## src/hdl/hwd_pkg.sv

```systemverilog
// ----------------------------------------------------------------------------
// hwd_pkg - shared types and constants of the hand wave detector
// Sample layout, command and register codes, scan unit control group.
// ----------------------------------------------------------------------------
package hwd_pkg;

    localparam int COORD_W    = 16;
    localparam int BONE_W     = 5;
    localparam int GESTURE_W  = 4;

    // More reversals than this mean a wave.
    localparam logic [1:0] REVERSAL_LIMIT = 2'd2;

    // Command carried in tuser.
    localparam logic CMD_ADD_POINT = 1'b0;
    localparam logic CMD_QUERY     = 1'b1;

    // Configuration register index (paddr[3:2]).
    localparam logic [1:0] REG_LEFT_HAND  = 2'd0;
    localparam logic [1:0] REG_RIGHT_HAND = 2'd1;
    localparam logic [1:0] REG_SPINE      = 2'd2;
    localparam logic [1:0] REG_WAVE_CODE  = 2'd3;

    // One window sample: y in the high half, x in the low half.
    typedef struct packed {
        logic signed [COORD_W-1:0] y;
        logic signed [COORD_W-1:0] x;
    } sample_t;

    // Per-beat control of a scan unit.
    typedef struct packed {
        logic clear;   // start of a walk
        logic step;    // a sample sits at the chain tail
        logic in_win;  // that sample is a written window entry
    } scan_ctrl_t;

endpackage

```

## src/hdl/hwd_cell.sv

```systemverilog
// ----------------------------------------------------------------------------
// hwd_cell - one sample cell of a window chain
// Holds one sample and loads its neighbor's sample when the chain moves.
// ----------------------------------------------------------------------------
module hwd_cell
    import hwd_pkg::*;
(
    input  logic    aclk,
    input  logic    shift_en,
    input  sample_t d_in,
    output sample_t q
);

    sample_t data_reg;

    always_ff @(posedge aclk) begin
        if (shift_en) begin
            data_reg <= d_in;
        end
    end

    assign q = data_reg;

endmodule

```

## src/hdl/hwd_chain.sv

```systemverilog
// ----------------------------------------------------------------------------
// hwd_chain - window of one hand as a row of sample cells
// Push shifts a new sample into cell 0; rotate feeds the tail back to cell 0.
// ----------------------------------------------------------------------------
module hwd_chain
    import hwd_pkg::*;
#(
    parameter int DEPTH = 60
) (
    input  logic    aclk,
    input  logic    push,
    input  logic    rotate,
    input  sample_t push_data,
    output sample_t tail
);

    sample_t link [DEPTH];
    sample_t head_in;
    logic    shift_en;

    assign shift_en = push | rotate;
    assign head_in  = rotate ? link[DEPTH-1] : push_data;

    for (genvar i = 0; i < DEPTH; i++) begin : g_cell
        if (i == 0) begin : g_first
            hwd_cell u_cell (
                .aclk     (aclk),
                .shift_en (shift_en),
                .d_in     (head_in),
                .q        (link[i])
            );
        end else begin : g_rest
            hwd_cell u_cell (
                .aclk     (aclk),
                .shift_en (shift_en),
                .d_in     (link[i-1]),
                .q        (link[i])
            );
        end
    end

    assign tail = link[DEPTH-1];

endmodule

```

## src/hdl/hwd_scan.sv

```systemverilog
// ----------------------------------------------------------------------------
// hwd_scan - reversal counter of one hand
// Takes one sample a beat, oldest first, and counts x step sign reversals.
// ----------------------------------------------------------------------------
module hwd_scan
    import hwd_pkg::*;
(
    input  logic                      aclk,
    input  logic                      aresetn,
    input  scan_ctrl_t                ctrl,
    input  sample_t                   sample,
    input  logic signed [COORD_W-1:0] thresh,
    output logic                      wave
);

    logic                      seen_reg;
    logic signed [COORD_W-1:0] last_x_reg;
    logic                      last_pos_reg;
    logic                      last_neg_reg;
    logic [1:0]                rev_reg;

    logic signed [COORD_W-1:0] ref_x;
    logic signed [COORD_W:0]   step_val;
    logic                      used;
    logic                      pos;
    logic                      neg;
    logic                      reversal;

    // The first written sample seeds the previous x.
    assign ref_x    = seen_reg ? last_x_reg : sample.x;
    assign step_val = {ref_x[COORD_W-1], ref_x} - {sample.x[COORD_W-1], sample.x};
    assign pos      = !step_val[COORD_W] && (step_val != '0);
    assign neg      = step_val[COORD_W];
    assign used     = ctrl.step && ctrl.in_win && (sample.y > thresh);
    assign reversal = (neg && last_pos_reg) || (pos && last_neg_reg);

    always_ff @(posedge aclk) begin
        if (!aresetn || ctrl.clear) begin
            seen_reg     <= 1'b0;
            last_pos_reg <= 1'b0;
            last_neg_reg <= 1'b0;
            rev_reg      <= '0;
        end else begin
            if (ctrl.step && ctrl.in_win) begin
                seen_reg <= 1'b1;
            end
            if (used) begin
                last_pos_reg <= pos;
                last_neg_reg <= neg;
                // saturate: three already means a wave
                if (reversal && rev_reg != 2'd3) begin
                    rev_reg <= rev_reg + 2'd1;
                end
            end
        end
    end

    // Seed from the oldest written sample even when it sits below the spine.
    always_ff @(posedge aclk) begin
        if (ctrl.step && ctrl.in_win && (!seen_reg || used)) begin
            last_x_reg <= sample.x;
        end
    end

    assign wave = rev_reg > REVERSAL_LIMIT;

endmodule

```

## src/hdl/hand_wave_detector.sv

```systemverilog
// ----------------------------------------------------------------------------
// hand_wave_detector - skeleton hand wave detector
// Keeps recent hand samples and the spine height, answers wave queries.
// ----------------------------------------------------------------------------
// Usage:
//   Input stream (s_*): one beat per command. s_tuser = 0 adds a joint point
//   (bone, pos_x, pos_y); s_tuser = 1 asks about gesture_id. Add beats give
//   no result; each query gives exactly one result beat on m_* with
//   wave_seen in m_tdata[0].
//   Each hand window is a row of WINDOW_DEPTH sample cells. A query that asks
//   for the wave code (with a spine sample present) rotates both rows once
//   around, one cell a cycle, feeding each tail cell to its own reversal counter.
//   A matching query is accepted in ST_IDLE, walks the rows in ST_WALK and
//   then loads its result into the output register from ST_DONE; other
//   queries go straight to ST_DONE. Add beats leave the sequencer idle. A new
//   query is taken only once the last one is through; s_tready is low while a query is in work.
//   Stall: a finished result waits in the output register until m_tready;
//   add beats are still taken meanwhile, and a following query is taken and
//   walked, then holds in the sequencer until the output register drains.
//   Reset: windows empty, no spine sample, registers to their defaults
//   (left hand 7, right hand 11, spine 1, wave code 0). Cell contents are not
//   cleared; the fill counts hide unwritten cells.
//   Configuration: APB, registers at byte addresses 0, 4, 8, 12; write only
//   while the block is idle.
// ----------------------------------------------------------------------------
module hand_wave_detector
    import hwd_pkg::*;
#(
    parameter int WINDOW_DEPTH = 60
) (
    input  logic        aclk,
    input  logic        aresetn,
    // input stream
    input  logic        s_tvalid,
    output logic        s_tready,
    input  logic [47:0] s_tdata,   // bone[4:0], pos_x[20:5], pos_y[36:21], gesture_id[40:37]
    input  logic        s_tuser,   // cmd[0]
    // result stream
    output logic        m_tvalid,
    input  logic        m_tready,
    output logic [7:0]  m_tdata,   // wave_seen[0]
    // configuration
    input  logic        psel,
    input  logic        penable,
    input  logic        pwrite,
    input  logic [3:0]  paddr,
    input  logic [31:0] pwdata,
    output logic [31:0] prdata,
    output logic        pready
);

    localparam int CNT_W = $clog2(WINDOW_DEPTH + 1);

    typedef enum logic [2:0] {
        ST_IDLE = 3'b001,
        ST_WALK = 3'b010,
        ST_DONE = 3'b100
    } state_t;

    // ------------------------------------------------------------------
    // Input beat fields
    // ------------------------------------------------------------------
    logic                        in_beat;
    logic                        cmd;
    logic [BONE_W-1:0]           bone;
    logic signed [COORD_W-1:0]   pos_x;
    logic signed [COORD_W-1:0]   pos_y;
    logic [GESTURE_W-1:0]        gesture_id;
    sample_t                     new_sample;

    assign cmd        = s_tuser;
    assign bone       = s_tdata[4:0];
    assign pos_x      = s_tdata[20:5];
    assign pos_y      = s_tdata[36:21];
    assign gesture_id = s_tdata[40:37];
    assign new_sample = '{y: pos_y, x: pos_x};
    assign in_beat    = s_tvalid && s_tready;

    // ------------------------------------------------------------------
    // Configuration registers
    // ------------------------------------------------------------------
    logic [BONE_W-1:0]    left_bone_reg;
    logic [BONE_W-1:0]    right_bone_reg;
    logic [BONE_W-1:0]    spine_bone_reg;
    logic [GESTURE_W-1:0] wave_code_reg;
    logic                 cfg_write;

    assign pready    = 1'b1;
    assign cfg_write = psel && penable && pwrite && pready;

    always_ff @(posedge aclk) begin
        if (!aresetn) begin
            left_bone_reg  <= BONE_W'(7);
            right_bone_reg <= BONE_W'(11);
            spine_bone_reg <= BONE_W'(1);
            wave_code_reg  <= '0;
        end else if (cfg_write) begin
            unique case (paddr[3:2])
                REG_LEFT_HAND:  left_bone_reg  <= pwdata[BONE_W-1:0];
                REG_RIGHT_HAND: right_bone_reg <= pwdata[BONE_W-1:0];
                REG_SPINE:      spine_bone_reg <= pwdata[BONE_W-1:0];
                REG_WAVE_CODE:  wave_code_reg  <= pwdata[GESTURE_W-1:0];
                default:        ;
            endcase
        end
    end

    always_comb begin
        unique case (paddr[3:2])
            REG_LEFT_HAND:  prdata = {{(32-BONE_W){1'b0}}, left_bone_reg};
            REG_RIGHT_HAND: prdata = {{(32-BONE_W){1'b0}}, right_bone_reg};
            REG_SPINE:      prdata = {{(32-BONE_W){1'b0}}, spine_bone_reg};
            REG_WAVE_CODE:  prdata = {{(32-GESTURE_W){1'b0}}, wave_code_reg};
            default:        prdata = '0;
        endcase
    end

    // ------------------------------------------------------------------
    // Sequencer
    // ------------------------------------------------------------------
    state_t                    state_reg, state_next;
    logic [CNT_W-1:0]          walk_cnt_reg, walk_cnt_next;
    logic                      force_zero_reg, force_zero_next;
    logic [CNT_W-1:0]          left_fill_reg;
    logic [CNT_W-1:0]          right_fill_reg;
    logic signed [COORD_W-1:0] spine_y_reg;
    logic                      spine_valid_reg;
    logic                      m_tvalid_reg, m_tvalid_next;
    logic                      wave_reg, wave_next;

    logic    add_beat;
    logic    query_beat;
    logic    push_left;
    logic    push_right;
    logic    rotate;
    logic    walk_last;
    logic    out_free;
    logic    left_wave;
    logic    right_wave;
    logic    left_in_win;
    logic    right_in_win;
    sample_t left_tail;
    sample_t right_tail;
    scan_ctrl_t left_ctrl;
    scan_ctrl_t right_ctrl;

    assign s_tready   = (state_reg == ST_IDLE);
    assign add_beat   = in_beat && (cmd == CMD_ADD_POINT);
    assign query_beat = in_beat && (cmd == CMD_QUERY);
    assign push_left  = add_beat && (bone == left_bone_reg);
    assign push_right = add_beat && (bone == right_bone_reg);
    assign rotate     = (state_reg == ST_WALK);
    assign walk_last  = (walk_cnt_reg == CNT_W'(WINDOW_DEPTH - 1));
    assign out_free   = !m_tvalid_reg || m_tready;

    always_comb begin
        state_next      = state_reg;
        walk_cnt_next   = walk_cnt_reg;
        force_zero_next = force_zero_reg;
        m_tvalid_next   = m_tvalid_reg && !m_tready;
        wave_next       = wave_reg;
        unique case (state_reg)
            ST_IDLE: begin
                if (query_beat) begin
                    // start a walk only when a wave can be reported at all
                    if (gesture_id == wave_code_reg && spine_valid_reg) begin
                        force_zero_next = 1'b0;
                        walk_cnt_next   = '0;
                        state_next      = ST_WALK;
                    end else begin
                        force_zero_next = 1'b1;
                        state_next      = ST_DONE;
                    end
                end
            end
            ST_WALK: begin
                if (walk_last) begin
                    walk_cnt_next = '0;
                    state_next    = ST_DONE;
                end else begin
                    walk_cnt_next = walk_cnt_reg + CNT_W'(1);
                end
            end
            ST_DONE: begin
                // hold the result until the output register frees up
                if (out_free) begin
                    m_tvalid_next = 1'b1;
                    wave_next     = !force_zero_reg && (left_wave || right_wave);
                    state_next    = ST_IDLE;
                end
            end
            default: begin
                state_next = ST_IDLE;
            end
        endcase
    end

    always_ff @(posedge aclk) begin
        if (!aresetn) begin
            state_reg       <= ST_IDLE;
            walk_cnt_reg    <= '0;
            force_zero_reg  <= 1'b0;
            m_tvalid_reg    <= 1'b0;
            left_fill_reg   <= '0;
            right_fill_reg  <= '0;
            spine_y_reg     <= '0;
            spine_valid_reg <= 1'b0;
        end else begin
            state_reg      <= state_next;
            walk_cnt_reg   <= walk_cnt_next;
            force_zero_reg <= force_zero_next;
            m_tvalid_reg   <= m_tvalid_next;
            // count up to a full window, then the chain drops its oldest cell
            if (push_left && left_fill_reg != CNT_W'(WINDOW_DEPTH)) begin
                left_fill_reg <= left_fill_reg + CNT_W'(1);
            end
            if (push_right && right_fill_reg != CNT_W'(WINDOW_DEPTH)) begin
                right_fill_reg <= right_fill_reg + CNT_W'(1);
            end
            if (add_beat && bone == spine_bone_reg) begin
                spine_y_reg     <= pos_y;
                spine_valid_reg <= 1'b1;
            end
        end
    end

    always_ff @(posedge aclk) begin
        wave_reg <= wave_next;
    end

    assign m_tvalid = m_tvalid_reg;
    assign m_tdata  = {7'b0, wave_reg};

    // ------------------------------------------------------------------
    // Window chains and scan units
    // ------------------------------------------------------------------
    // Walk beat k sees cell WINDOW_DEPTH-1-k at the tail; that cell holds a
    // written sample when k + fill reaches the depth.
    assign left_in_win  = ({1'b0, walk_cnt_reg} + {1'b0, left_fill_reg})
                          >= (CNT_W+1)'(WINDOW_DEPTH);
    assign right_in_win = ({1'b0, walk_cnt_reg} + {1'b0, right_fill_reg})
                          >= (CNT_W+1)'(WINDOW_DEPTH);
    assign left_ctrl  = '{clear: query_beat, step: rotate, in_win: left_in_win};
    assign right_ctrl = '{clear: query_beat, step: rotate, in_win: right_in_win};

    hwd_chain #(.DEPTH(WINDOW_DEPTH)) u_left_chain (
        .aclk      (aclk),
        .push      (push_left),
        .rotate    (rotate),
        .push_data (new_sample),
        .tail      (left_tail)
    );

    hwd_chain #(.DEPTH(WINDOW_DEPTH)) u_right_chain (
        .aclk      (aclk),
        .push      (push_right),
        .rotate    (rotate),
        .push_data (new_sample),
        .tail      (right_tail)
    );

    hwd_scan u_left_scan (
        .aclk    (aclk),
        .aresetn (aresetn),
        .ctrl    (left_ctrl),
        .sample  (left_tail),
        .thresh  (spine_y_reg),
        .wave    (left_wave)
    );

    hwd_scan u_right_scan (
        .aclk    (aclk),
        .aresetn (aresetn),
        .ctrl    (right_ctrl),
        .sample  (right_tail),
        .thresh  (spine_y_reg),
        .wave    (right_wave)
    );

`ifndef SYNTH
    a_fill_bound: assert property (@(posedge aclk) disable iff (!aresetn)
        left_fill_reg <= CNT_W'(WINDOW_DEPTH) && right_fill_reg <= CNT_W'(WINDOW_DEPTH))
        else $error("window fill count beyond depth");

    a_walk_end: assert property (@(posedge aclk) disable iff (!aresetn)
        (state_reg == ST_WALK && walk_last) |=> (state_reg == ST_DONE))
        else $error("walk did not end after one full rotation");

    a_wave_needs_spine: assert property (@(posedge aclk) disable iff (!aresetn)
        (m_tvalid && m_tdata[0]) |-> spine_valid_reg)
        else $error("wave reported without a spine sample");

    a_idle_counter: assert property (@(posedge aclk) disable iff (!aresetn)
        (state_reg != ST_WALK) |-> (walk_cnt_reg == '0))
        else $error("walk counter not cleared outside a walk");
`endif

endmodule

```

## config.mk

```make
export PLATFORM = sky130hd
export DESIGN_NAME = hand_wave_detector
export DESIGN_NICKNAME = d
export VERILOG_FILES = /design/src/hdl/hwd_pkg.sv /design/src/hdl/hwd_cell.sv /design/src/hdl/hwd_chain.sv /design/src/hdl/hwd_scan.sv /design/src/hdl/hand_wave_detector.sv
export SDC_FILE = /design/constraint.sdc
export NUM_CORES = 2
export LEC_CHECK = 0
export BUFFER_PORTS_ARGS = -buffer_cell sky130_fd_sc_hd__buf_2
export CORE_MARGIN = 4
export CORE_UTILIZATION = 60
export DETAILED_ROUTE_END_ITERATION = 12
export HOLD_SLACK_MARGIN = 0.06
export PLACE_DENSITY = 0.8
export SLEW_MARGIN = 20
export SYNTH_ARGS = -nofsm -noshare
export SYNTH_HDL_FRONTEND = slang
export SYNTH_SLANG_ARGS = --single-unit
```

## constraint.sdc

```tcl
create_clock -name aclk -period 81.7 [get_ports aclk]
set_input_delay 16.34 -clock aclk [delete_from_list [all_inputs] [get_ports aclk]]
set_output_delay 16.34 -clock aclk [all_outputs]
set_load 0.05 [all_outputs]
```

==> flow_metrics.env <==
export IMPL_maxCapViolCount=0
export IMPL_holdPathStages=0
export IMPL_dp_cells=7701
export IMPL_p_leak_nw=44.4
export IMPL_cts_resized=0
export IMPL_avgSynthCellArea_sq_um=25.1
export IMPL_pwr_density_cell_nw_per_um2=28.0
export IMPL_period_needed_ns=34.02
export IMPL_p_sw_frac=0.193
export IMPL_dp_hpwl_mm=87.8
export IMPL_dieWidth_um=463
export IMPL_htreeDepth=5
export IMPL_synthTopCellsByCount="edfxtp_1 (3873), nand2_1 (184), ha_1 (85)"
export IMPL_setup_viol=0
export IMPL_yosysTopAreaCellShare=0.937
export IMPL_synthTopCellsByArea="edfxtp_1 (94%), dfxtp_1 (1.1%), ha_1 (0.86%)"
export IMPL_grt_pass1_wl_mm=311
export IMPL_crit_start="paddr[3]"
export IMPL_clock_sinks=3942
export IMPL_hold_class="register to register"
export IMPL_cts_setup_buffers=0
export IMPL_worst_pin_slew_ns=1.21
export IMPL_drive_gt1_frac=0.112
export IMPL_dpl_instance_area_sq_um=128000
export IMPL_tritoncts="built"
export IMPL_required_ns=65.36
export IMPL_wl_per_cell_um=25.0
export IMPL_combPwrFrac=0.006
export IMPL_synthArstFlopShare=0
export IMPL_hold_viol=0
export IMPL_finClkSkew_ns=0.0484
export IMPL_gr_total_overflow=0
export IMPL_min_to="u_right_chain.g_cell[20].g_rest.u_cell.q[5]"
export IMPL_drcViolationCount=0
export IMPL_stdcell_count=8401
export IMPL_vias_per_cell=5.67
export IMPL_ir_drop_mv=0.0247
export IMPL_antenna_found_initial=16
export IMPL_worstHoldStart="u_right_chain.g_cell[19].g_rest.u_cell.q[5]"
export IMPL_timing_fmax_ghz=0.0294
export IMPL_grt_start_max_net_pins=240
export IMPL_n_fill_cell=11500
export IMPL_num_vias=47600
export IMPL_r2r_setup_slack_ns=72.15
export IMPL_p_clk_frac=0.433
export IMPL_clock_path_buffers=4
export IMPL_first_global_vias=47900
export IMPL_switchingPower_mw=0.756
export IMPL_cp_top_family="multiplexers"
export IMPL_coreArea_sq_um=205000
export IMPL_ys_seq_elements=3942
export IMPL_drtIter0Drc=5982
export IMPL_fin_hold_ws_ns=0.383
export IMPL_wl_mm=210
export IMPL_slowest_stage="mux4_2"
export IMPL_cp_slowest_stage_delay_ns=0.78
export IMPL_grt_setup_unrepaired="false"
export IMPL_area_growth_pct=12.7
export IMPL_period_share=0.416
export IMPL_outcome="finished, final reports clean"
export IMPL_power_internal_mw=3.17
export IMPL_die_h_um=463
export IMPL_path_buf_inv=2
export IMPL_seq_area_frac_synth=0.948
export IMPL_stdcell_area_sq_um=140000
export IMPL_clk_pin_slew_ns=0.06
export IMPL_cp_start_kind="primary input"
export IMPL_num_rows=166
export IMPL_cts_buffers=372
export IMPL_relSlewSlack=0.195
export IMPL_path_common_cell="buf_2"
export IMPL_initial_utilization=0.605
export IMPL_tns_ns=0
export IMPL_dieArea_sq_um=214000
export IMPL_reg2reg_depth=14
export IMPL_place_congestion=0.852
export IMPL_postRouteAntennaNets=0
export IMPL_firstDrtPassIters=9
export IMPL_grt_total_usage=0.193
export IMPL_synth_edf_count=3873
export IMPL_cp_cell_sequence="buf_2 -> mux4_2 -> buf_2"
export IMPL_io_pins=135
export IMPL_slew_viol_final=0
export IMPL_synth_distinct_cells=79
export IMPL_synth_most_common_cell="edfxtp_1"
export IMPL_syn_cell_area_sq_um=124000
export IMPL_synthCells=4946
export IMPL_cts_hold_repair_buffers=0
export IMPL_crit_fanout=10
export IMPL_ys_flop_type="edfxtp_1"
export IMPL_clockRootBuffer="clkbuf_16"
export IMPL_numPortBuffers=63
export IMPL_yosysTopAreaCell="edfxtp_1"
export IMPL_r2r_start="state_reg[2]"
export IMPL_final_nets=5573
export IMPL_crit_arrival_ns=17.68
export IMPL_clkLatencyLatePin_ns=0.96
export IMPL_endpoint_kind="primary output"
export IMPL_critPathKind="primary input to primary output"
export IMPL_pwr_share_seq=0.561
export IMPL_timing_rr_end="u_left_chain.g_cell[19].g_rest.u_cell.q[7]"
export IMPL_ys_warn_count=0
-- layout by cell type (no fill, tap or decap), types with 7 or more instances in the layout --
master / count
mux2i_1: 49
buf_4: 30
a21o_1: 11
or3_1: 7
ha_1: 85
xor2_1: 19
o21ai_1: 45
buf_2: 63
dfxtp_1: 68
inv_1: 80
clkbuf_16: 380
nand3_1: 19
xnor2_1: 23
a21oi_1: 51
nand4_1: 24
o21ai_0: 53
clkinvlp_4: 12
a211oi_1: 11
bufinv_16: 35
buf_12: 7
conb_1: 35
clkbuf_1: 84
buf_6: 8
o211ai_1: 10
and3_1: 8
nand2_1: 182
and2_1: 9
nor2_1: 45
diode_2: 42
clkinv_2: 58
nor2b_1: 47
nand2b_1: 16
nor3_1: 17
edfxtp_1: 3873
clkinv_1: 68
-- logic make-up (layout without fill, tap and decap cells) --
logic type,after synthesis,after routing,synth area share
fa+ha+maj,89,89,0.00921
compound gates,246,246,0.0125
xor+xnor,42,42,0.00296
flops,3942,3942,0.948
mux,56,56,0.00495
simple gates,416,416,0.0164
other cells,2,77,0.0000605
buf+inv,153,845,0.00586
-- power groups by stage --
stage,sequential [mW],clock [mW],combinational [mW]
floorplan,2.27,0,0.0147
global placement,2.24,0,0.0210
detailed placement,2.24,0,0.0214
CTS,2.20,1.74,0.0223
global route,2.20,1.83,0.0238
finish,2.20,1.70,0.0226
-- worst max-delay path by stage --
stage | cells after the start | end | slack, ns
2_1_floorplan | 4 | u_left_chain.g_cell[0].g_first.u_cell.q[0] | 21.19
3_3_place_gp | 3 | prdata[1] | 47.73
3_5_place_dp | 3 | prdata[1] | 47.72
4_1_cts | 3 | prdata[1] | 47.71
5_1_grt | 3 | prdata[1] | 47.70
6_report | 3 | prdata[1] | 47.68
-- layout make-up --
type                    instances  area (sq um)  area share
flip-flops and latches       3942        118000       0.841
diodes                         42           105    0.000751
clock buffers                 466          9850      0.0704
well taps                    2688          3360      0.0240
clock inverters               187          1860      0.0133
multi-input cells             884          5870      0.0420
inverters                      80           300     0.00215
repair buffers                112           881     0.00630
-- metal layers --
layer	wire [um]	global-route usage	vias to the layer above
met5	8	0	-
met4	8580	0.0849	2
met3	13200	0.0371	498
met2	100000	0.296	1979
met1	87900	0.277	24600
li1	-	-	20500
-- worst register-to-register path, cell delays in order, from the launching register on --
cell and delay [ns]:
dfxtp_1 0.39, nor3b_2 0.23, buf_4 0.22, nand2_1 0.08
nor2_1 0.10, buf_4 0.27, nand4_1 0.51, nand2_4 0.82
buf_4 0.92, buf_4 0.95, buf_4 1.01, buf_4 0.93
buf_4 0.98, buf_4 0.92, buf_4 0.79
-- stage by stage --
step	setup slack, ns	utilization	power (mW)
2_1_floorplan	21.19	-	2.28
4_1_cts	47.71	0.681	3.96
3_5_place_dp	47.72	0.623	2.27
5_1_grt	47.70	0.682	4.06
3_3_place_gp	47.73	0.623	2.26
6_report	47.68	0.682	3.92
Note: power is estimated with default switching activity, not from simulation.
